==> src/rtl/ctok_pkg.sv <==
// Package of the tokenizer: token codes, result types and byte classes.
package ctok_pkg;

    localparam int POSITION_BITS_DEFAULT = 16;
    localparam int START_BITS = 16;
    localparam int TAG_BITS = 4;

    localparam int FIFO_DEPTH = 4;
    localparam int FIFO_PTR_BITS = 2;
    localparam int FIFO_CNT_BITS = 3;

    localparam logic [TAG_BITS-1:0] TAG_EOI     = 4'd0;
    localparam logic [TAG_BITS-1:0] TAG_WITH    = 4'd1;
    localparam logic [TAG_BITS-1:0] TAG_IDENT   = 4'd2;
    localparam logic [TAG_BITS-1:0] TAG_NUMBER  = 4'd3;
    localparam logic [TAG_BITS-1:0] TAG_PLUS    = 4'd4;
    localparam logic [TAG_BITS-1:0] TAG_MINUS   = 4'd5;
    localparam logic [TAG_BITS-1:0] TAG_STAR    = 4'd6;
    localparam logic [TAG_BITS-1:0] TAG_SLASH   = 4'd7;
    localparam logic [TAG_BITS-1:0] TAG_LPAREN  = 4'd8;
    localparam logic [TAG_BITS-1:0] TAG_RPAREN  = 4'd9;
    localparam logic [TAG_BITS-1:0] TAG_COLON   = 4'd10;
    localparam logic [TAG_BITS-1:0] TAG_COMMA   = 4'd11;
    localparam logic [TAG_BITS-1:0] TAG_UNKNOWN = 4'd12;

    localparam logic [7:0] CH_END = 8'h00;

    typedef enum logic [2:0] {
        RUN_NONE   = 3'b001,
        RUN_LETTER = 3'b010,
        RUN_DIGIT  = 3'b100
    } run_kind_t;

    typedef struct packed {
        logic [TAG_BITS-1:0]   tag;
        logic [START_BITS-1:0] start;
        logic                  last;
    } result_t;

    // Up to two results produced by one byte, first in order first.
    typedef struct packed {
        logic [1:0] count;
        result_t    first;
        result_t    second;
    } push_t;

    function automatic logic [7:0] kw_byte(input logic [1:0] idx);
        case (idx)
            2'd0:    kw_byte = 8'h77;
            2'd1:    kw_byte = 8'h69;
            2'd2:    kw_byte = 8'h74;
            default: kw_byte = 8'h68;
        endcase
    endfunction

    function automatic logic is_letter(input logic [7:0] c);
        is_letter = (c inside {[8'h61:8'h7A], [8'h41:8'h5A]});
    endfunction

    function automatic logic is_decimal(input logic [7:0] c);
        is_decimal = (c inside {[8'h30:8'h39]});
    endfunction

    function automatic logic is_space(input logic [7:0] c);
        is_space = (c inside {8'h20, 8'h09, 8'h0C, 8'h0B, 8'h0D, 8'h0A});
    endfunction

    function automatic logic [TAG_BITS-1:0] punct_tag(input logic [7:0] c);
        case (c)
            8'h2B:   punct_tag = TAG_PLUS;
            8'h2D:   punct_tag = TAG_MINUS;
            8'h2A:   punct_tag = TAG_STAR;
            8'h2F:   punct_tag = TAG_SLASH;
            8'h28:   punct_tag = TAG_LPAREN;
            8'h29:   punct_tag = TAG_RPAREN;
            8'h3A:   punct_tag = TAG_COLON;
            8'h2C:   punct_tag = TAG_COMMA;
            default: punct_tag = TAG_UNKNOWN;
        endcase
    endfunction

endpackage

==> src/rtl/ctok_lexer.sv <==
// Lexer state and the classification of one byte into up to two tokens.
module ctok_lexer
    import ctok_pkg::*;
#(
    parameter int POSITION_BITS = POSITION_BITS_DEFAULT
)
(
    input  logic       clk,
    input  logic       rst_n,
    input  logic       go,
    input  logic [7:0] ch,
    output push_t      push
);

    run_kind_t                run_kind_reg, run_kind_next;
    logic [POSITION_BITS-1:0] run_start_reg, run_start_next;
    logic [POSITION_BITS-1:0] char_position_reg, char_position_next;
    logic [2:0]               word_length_reg, word_length_next;
    logic                     kw_match_reg, kw_match_next;

    logic [START_BITS-1:0] here_tok;
    logic [START_BITS-1:0] run_start_tok;

    logic                run_emit;
    logic [TAG_BITS-1:0] run_tag;
    logic                byte_emit;
    logic [TAG_BITS-1:0] byte_tag;
    logic                end_seen;

    // Token positions are reported in sixteen bits; a wider position saturates there.
    generate
        if (POSITION_BITS > START_BITS) begin : g_sat
            assign here_tok = (|char_position_reg[POSITION_BITS-1:START_BITS])
                ? {START_BITS{1'b1}} : char_position_reg[START_BITS-1:0];
            assign run_start_tok = (|run_start_reg[POSITION_BITS-1:START_BITS])
                ? {START_BITS{1'b1}} : run_start_reg[START_BITS-1:0];
        end
        else begin : g_ext
            assign here_tok      = START_BITS'(char_position_reg);
            assign run_start_tok = START_BITS'(run_start_reg);
        end
    endgenerate

    // Returns the new {word_length, keyword match} after one more letter.
    function automatic logic [3:0] letter_advance(input logic [7:0] c,
                                                  input logic [2:0] wl,
                                                  input logic       kw);
        logic [2:0] wl_n;
        logic       kw_n;
        kw_n = kw;
        wl_n = wl;
        if (wl < 3'd4)
        begin
            if (c != kw_byte(wl[1:0]))
                kw_n = 1'b0;
        end
        else
        begin
            kw_n = 1'b0;
        end
        if (wl < 3'd7)
            wl_n = wl + 3'd1;
        letter_advance = {wl_n, kw_n};
    endfunction

    always_comb
    begin
        run_kind_next      = run_kind_reg;
        run_start_next     = run_start_reg;
        char_position_next = char_position_reg;
        word_length_next   = word_length_reg;
        kw_match_next      = kw_match_reg;
        run_emit           = 1'b0;
        run_tag            = TAG_IDENT;
        byte_emit          = 1'b0;
        byte_tag           = TAG_UNKNOWN;
        end_seen           = 1'b0;

        if (go)
        begin
            if (run_kind_reg == RUN_LETTER && is_letter(ch))
            begin
                {word_length_next, kw_match_next} =
                    letter_advance(ch, word_length_reg, kw_match_reg);
            end
            else if (run_kind_reg == RUN_DIGIT && is_decimal(ch))
            begin
                run_kind_next = RUN_DIGIT;
            end
            else
            begin
                if (run_kind_reg == RUN_LETTER)
                begin
                    run_emit = 1'b1;
                    run_tag  = (kw_match_reg && word_length_reg == 3'd4) ? TAG_WITH
                                                                           : TAG_IDENT;
                end
                else if (run_kind_reg == RUN_DIGIT)
                begin
                    run_emit = 1'b1;
                    run_tag  = TAG_NUMBER;
                end
                run_kind_next    = RUN_NONE;
                word_length_next = 3'd0;
                kw_match_next    = 1'b1;

                if (ch == CH_END)
                begin
                    byte_emit = 1'b1;
                    byte_tag  = TAG_EOI;
                    end_seen  = 1'b1;
                end
                else if (is_space(ch))
                begin
                    byte_emit = 1'b0;
                end
                else if (is_letter(ch))
                begin
                    run_kind_next  = RUN_LETTER;
                    run_start_next = char_position_reg;
                    {word_length_next, kw_match_next} = letter_advance(ch, 3'd0, 1'b1);
                end
                else if (is_decimal(ch))
                begin
                    run_kind_next  = RUN_DIGIT;
                    run_start_next = char_position_reg;
                end
                else
                begin
                    byte_emit = 1'b1;
                    byte_tag  = punct_tag(ch);
                end
            end

            // The end byte returns the whole lexer to its reset state.
            if (end_seen)
            begin
                run_start_next     = '0;
                char_position_next = '0;
            end
            else if (char_position_reg != {POSITION_BITS{1'b1}})
            begin
                char_position_next = char_position_reg + 1'b1;
            end
        end
    end

    always_comb
    begin
        push.count = {1'b0, run_emit} + {1'b0, byte_emit};
        if (run_emit)
        begin
            push.first.tag   = run_tag;
            push.first.start = run_start_tok;
            push.first.last  = !byte_emit;
        end
        else
        begin
            push.first.tag   = byte_tag;
            push.first.start = here_tok;
            push.first.last  = 1'b1;
        end
        push.second.tag   = byte_tag;
        push.second.start = here_tok;
        push.second.last  = 1'b1;
    end

    always_ff @(posedge clk or negedge rst_n)
    begin
        if (!rst_n)
        begin
            run_kind_reg      <= RUN_NONE;
            run_start_reg     <= '0;
            char_position_reg <= '0;
            word_length_reg   <= 3'd0;
            kw_match_reg      <= 1'b1;
        end
        else
        begin
            run_kind_reg      <= run_kind_next;
            run_start_reg     <= run_start_next;
            char_position_reg <= char_position_next;
            word_length_reg   <= word_length_next;
            kw_match_reg      <= kw_match_next;
        end
    end

endmodule

==> src/rtl/ctok_result_fifo.sv <==
// Small result queue that takes up to two words a cycle and gives one.
module ctok_result_fifo
    import ctok_pkg::*;
(
    input  logic    clk,
    input  logic    rst_n,
    input  push_t   push,
    input  logic    pop,
    output result_t head,
    output logic    not_empty,
    output logic    room_for_two
);

    // Depth is a power of two, so the pointers simply wrap.
    result_t                  entry_reg [FIFO_DEPTH];
    logic [FIFO_PTR_BITS-1:0] wr_ptr_reg, wr_ptr_next;
    logic [FIFO_PTR_BITS-1:0] rd_ptr_reg, rd_ptr_next;
    logic [FIFO_CNT_BITS-1:0] count_reg, count_next;
    logic [FIFO_PTR_BITS-1:0] wr_ptr_plus1;

    assign wr_ptr_plus1 = wr_ptr_reg + 1'b1;
    assign head         = entry_reg[rd_ptr_reg];
    assign not_empty    = (count_reg != '0);
    assign room_for_two = (count_reg <= FIFO_CNT_BITS'(FIFO_DEPTH - 2));

    always_comb
    begin
        wr_ptr_next = wr_ptr_reg + FIFO_PTR_BITS'(push.count);
        rd_ptr_next = rd_ptr_reg + FIFO_PTR_BITS'(pop);
        count_next  = count_reg + FIFO_CNT_BITS'(push.count) - FIFO_CNT_BITS'(pop);
    end

    always_ff @(posedge clk)
    begin
        if (push.count != 2'd0)
            entry_reg[wr_ptr_reg] <= push.first;
        if (push.count == 2'd2)
            entry_reg[wr_ptr_plus1] <= push.second;
    end

    always_ff @(posedge clk or negedge rst_n)
    begin
        if (!rst_n)
        begin
            wr_ptr_reg <= '0;
            rd_ptr_reg <= '0;
            count_reg  <= '0;
        end
        else
        begin
            wr_ptr_reg <= wr_ptr_next;
            rd_ptr_reg <= rd_ptr_next;
            count_reg  <= count_next;
        end
    end

endmodule

==> src/rtl/calc_expression_tokenizer_core.sv <==
// Tokenizer top level: input register, lexer and result queue.
// One source byte is taken per cycle. A byte is held in an input register and,
// once the result queue has room for two words, the lexer classifies it and
// writes the zero, one or two tokens it causes into a four-word result queue,
// whose head is presented at the output. The sustained rate is one byte per
// cycle; input is held off only while the input register holds a byte and the
// queue has fewer than two free words, which happens when the output side
// stalls or when bytes cause two tokens each faster than the output takes them.
// Token positions count from zero after reset and after each zero byte, and
// saturate at the all-ones value of the position counter.
module calc_expression_tokenizer_core
    import ctok_pkg::*;
#(
    parameter int POSITION_BITS = POSITION_BITS_DEFAULT
)
(
    input  logic                  clk,
    input  logic                  rst_n,
    input  logic                  in_valid,
    output logic                  in_stall,
    input  logic [7:0]            ch,
    output logic                  out_valid,
    input  logic                  out_stall,
    output logic [TAG_BITS-1:0]   token_tag,
    output logic [START_BITS-1:0] token_start,
    output logic                  last_of_run
);

    logic       stage_valid_reg, stage_valid_next;
    logic [7:0] ch_reg;
    logic       accept;
    logic       go;
    logic       room_for_two;
    logic       pop;
    push_t      push;
    result_t    head;

    assign go       = stage_valid_reg && room_for_two;
    assign in_stall = stage_valid_reg && !room_for_two;
    assign accept   = in_valid && !in_stall;
    assign pop      = out_valid && !out_stall;

    always_comb
    begin
        stage_valid_next = stage_valid_reg;
        if (accept)
            stage_valid_next = 1'b1;
        else if (go)
            stage_valid_next = 1'b0;
    end

    always_ff @(posedge clk or negedge rst_n)
    begin
        if (!rst_n)
            stage_valid_reg <= 1'b0;
        else
            stage_valid_reg <= stage_valid_next;
    end

    always_ff @(posedge clk)
    begin
        if (accept)
            ch_reg <= ch;
    end

    ctok_lexer #(
        .POSITION_BITS (POSITION_BITS)
    ) u_lexer (
        .clk   (clk),
        .rst_n (rst_n),
        .go    (go),
        .ch    (ch_reg),
        .push  (push)
    );

    ctok_result_fifo u_fifo (
        .clk          (clk),
        .rst_n        (rst_n),
        .push         (push),
        .pop          (pop),
        .head         (head),
        .not_empty    (out_valid),
        .room_for_two (room_for_two)
    );

    assign token_tag   = head.tag;
    assign token_start = head.start;
    assign last_of_run = head.last;

endmodule

==> config.mk <==
export PLATFORM = sky130hd
export DESIGN_NAME = calc_expression_tokenizer_core
export DESIGN_NICKNAME = d
export VERILOG_FILES = /design/src/rtl/ctok_pkg.sv /design/src/rtl/ctok_lexer.sv /design/src/rtl/ctok_result_fifo.sv /design/src/rtl/calc_expression_tokenizer_core.sv
export SDC_FILE = /design/constraint.sdc
export NUM_CORES = 1
export LEC_CHECK = 0
export ABC_AREA = 0
export BUFFER_PORTS_ARGS = -buffer_cell sky130_fd_sc_hd__buf_4
export CORE_ASPECT_RATIO = 0.75
export CORE_MARGIN = 5
export CORE_UTILIZATION = 60
export DETAILED_ROUTE_END_ITERATION = 10
export PLACE_DENSITY = 0.76
export SETUP_SLACK_MARGIN = 0.15
export SLEW_MARGIN = 20
export SYNTH_ARGS = -nofsm -noshare
export SYNTH_HDL_FRONTEND = slang
export SYNTH_HIERARCHICAL = 1
export SYNTH_SLANG_ARGS = --single-unit
==> constraint.sdc <==
create_clock -name clk -period 6.3 [get_ports clk]
set_input_delay 0.63 -clock clk [delete_from_list [all_inputs] [get_ports clk]]
set_output_delay 0.63 -clock clk [all_outputs]
set_load 0.02 [all_outputs]
==> metrics.txt <==
status=finished, final reports clean; synthesized flop and latch total=139; clock network latency to the later pin of the worst-skew pair=0.42 ns; DRT antenna net count=0; Initial Utilization=0.617; Setup TNS=0 ns; RSZ-0062 raised after global routing=no; Leak=3.24 nW; Netlist cell types=70; Synth-to-Final Area Change=11.9%; CTS tree=yes; Finished Layout Cells=767; port bufs=34; yosys warns=6; Peak Freq=236 MHz; period utilization=0.672; total gr overflow=0; Ports=35; max cap viols=0; Finish-stage setup viols=0; ANT cells=0; Async SR Flop Fraction=0.338; Worst-path clk slew=0.06 ns; Max FO, Critical Path=22; Hold/Removal Path Class=in -> async; fraction of layout cells with a size suffix above 1=0.351; top post-synthesis cells by count=edfxtp_1, mux2_2, dfrtp_1; global-route usage over all layers=0.226; maximum clock path buffer count=2; critical path arrival=4.26 ns; 1st-iter DRT viols=418; CP Launch Type=register; clk sink count=139; Cells after Synth=561; FP Rows=35; Fin Clk Skew=0.0109 ns; Hold Violations, Final=0; DR WL/cell=21.6 um; first-pass GRT wire length=26.0 mm; via/cell ratio=6.23; H-tree Lvls=4; Post-Syn Area=7640 um^2; DR vias=4,781; initial antenna violation count=0; PD cells=418 nW/um^2; CORE AREA=12,400 um^2; WL final=16.6 mm; Syn Nets=586; Final Critical Period=4.23 ns; first drt pass iteration count=6; synth top area cells=edfxtp_1, dfrtp_1, mux2_2; chip height=108 um; Post-DP HPWL=10.6 mm; cts bufs inserted=17; Max Slew Vio Count=0; # hold bufs at CTS=0; GP Congestion=0.866; largest net degree at the start of global routing=48; crit path capture type=register; Syn Area/Cell=13.6 um^2; Setup CP Type=reg -> reg; Yosys top cell area share=0.361; layout net count=613; most common cell in the netlist=edfxtp_1; Synth Flop Type=edfxtp_1; post_cts resized=0; clock root buffer=clkbuf_16; sequential fraction of the synthesis area=0.516; critical path required time=6.33 ns; die width=140 um; post-CTS setup buffer count=0; # fillers=849; Worst-Margin Slew=1.12 ns; Slew headroom=0.255; Remaining DRCs=0; area leader, netlist=edfxtp_1; Worst VDD drop=410 uV; Post-synth EDFFs=92; max reg flops=84; Cells after DPL=735; vias in the first global route=4,700; die area=15,100 um^2
## critical path, stage by stage, from the launching register on
cell	delay, ns
edfxtp_1	0.55
or4_4	0.61
o21ai_2	0.17
or2_2	0.21
nand4_1	0.21
inv_1	0.27
ha_1	0.39
nand4b_2	0.82
o31ai_4	0.59
## routing by layer
metal,GRT usage,up-vias,share of wire
li1,-,2166,-
met1,0.320,2388,0.45
met2,0.356,190,0.47
met3,0.0440,37,0.057
met4,0.0664,0,0.018
met5,0,-,0
## area by class of cell
type	instances	area, um^2	area share
clock buffer	24	526	0.0614
multi-input combinational	360	3410	0.399
sequential	139	3940	0.461
inverter	29	109	0.0127
timing repair buffer	41	308	0.0360
tap	166	208	0.0243
clock inverter	8	51.3	0.00600
## report_power, final
group / switching (mW) / leakage (nW) / internal [mW]
Clock: 0.375 / 0.291 / 0.585
Sequential: 0.196 / 1.44 / 1.22
Combinational: 0.634 / 1.51 / 0.563
## worst paths after layout
check / end / depth (start not counted) / slack, ns / from
max in group asynchronous: u_lexer/run_start_reg[6] / 1 / 5.63 / rst_n
worst max register to register: u_fifo/entry_reg[0][1] / 8 / 2.07 / ch_reg[0]
worst min-delay path: u_lexer/word_length_reg[0] / 1 / 0.24 / rst_n
worst min register to register: u_fifo/count_reg[2] / 1 / 0.50 / u_fifo/count_reg[2]
worst max-delay path: u_fifo/entry_reg[0][1] / 8 / 2.07 / ch_reg[0]
min in group clk: ch_reg[0] / 1 / 0.39 / ch[0]
## kinds of logic after synthesis
group | synth area share
and+or+nand+nor | 0.0977
xor gates and xnor gates | 0.0160
AOI/OAI and AO/OA | 0.0494
muxes | 0.256
other | 0.000491
buffers and inverters | 0.0422
adders and majority gates | 0.0223
DFF | 0.516
## placed cells by master, fill, tap and decap left out, drive strengths merged, types with 5 or more instances in the layout
cell type	netlist	layout
nor3	8	8
dfrtp	45	45
nand2	31	31
edfxtp	92	92
o21ai	18	18
a21oi	17	17
nand4	10	10
xor2	10	10
and3	6	6
nand3	14	14
buf	22	41
mux2	102	102
mux4	21	21
inv	29	33
nor4	5	5
nor2	25	25
clkbuf	11	24
ha	12	12
mux2i	19	19
## per-stage QoR
| step | utilization | setup slack, ns | hold WS (ns) | instance area (um^2) | power, mW |
|---|---|---|---|---|---|
| floorplan | - | 1.98 | 0.334 | 7640 | 2.23 |
| CTS | 0.690 | 2.10 | 0.257 | 8560 | 3.59 |
| detailed placement | 0.644 | 2.14 | 0.495 | 7980 | 2.62 |
| global placement | 0.643 | 2.26 | 0.480 | 7970 | 2.58 |
| finish | 0.690 | 2.07 | 0.237 | 8560 | 3.57 |
| global route | 0.690 | 1.84 | 0.293 | 8560 | 3.75 |
No activity file was read; power rests on OpenSTA's default activity.
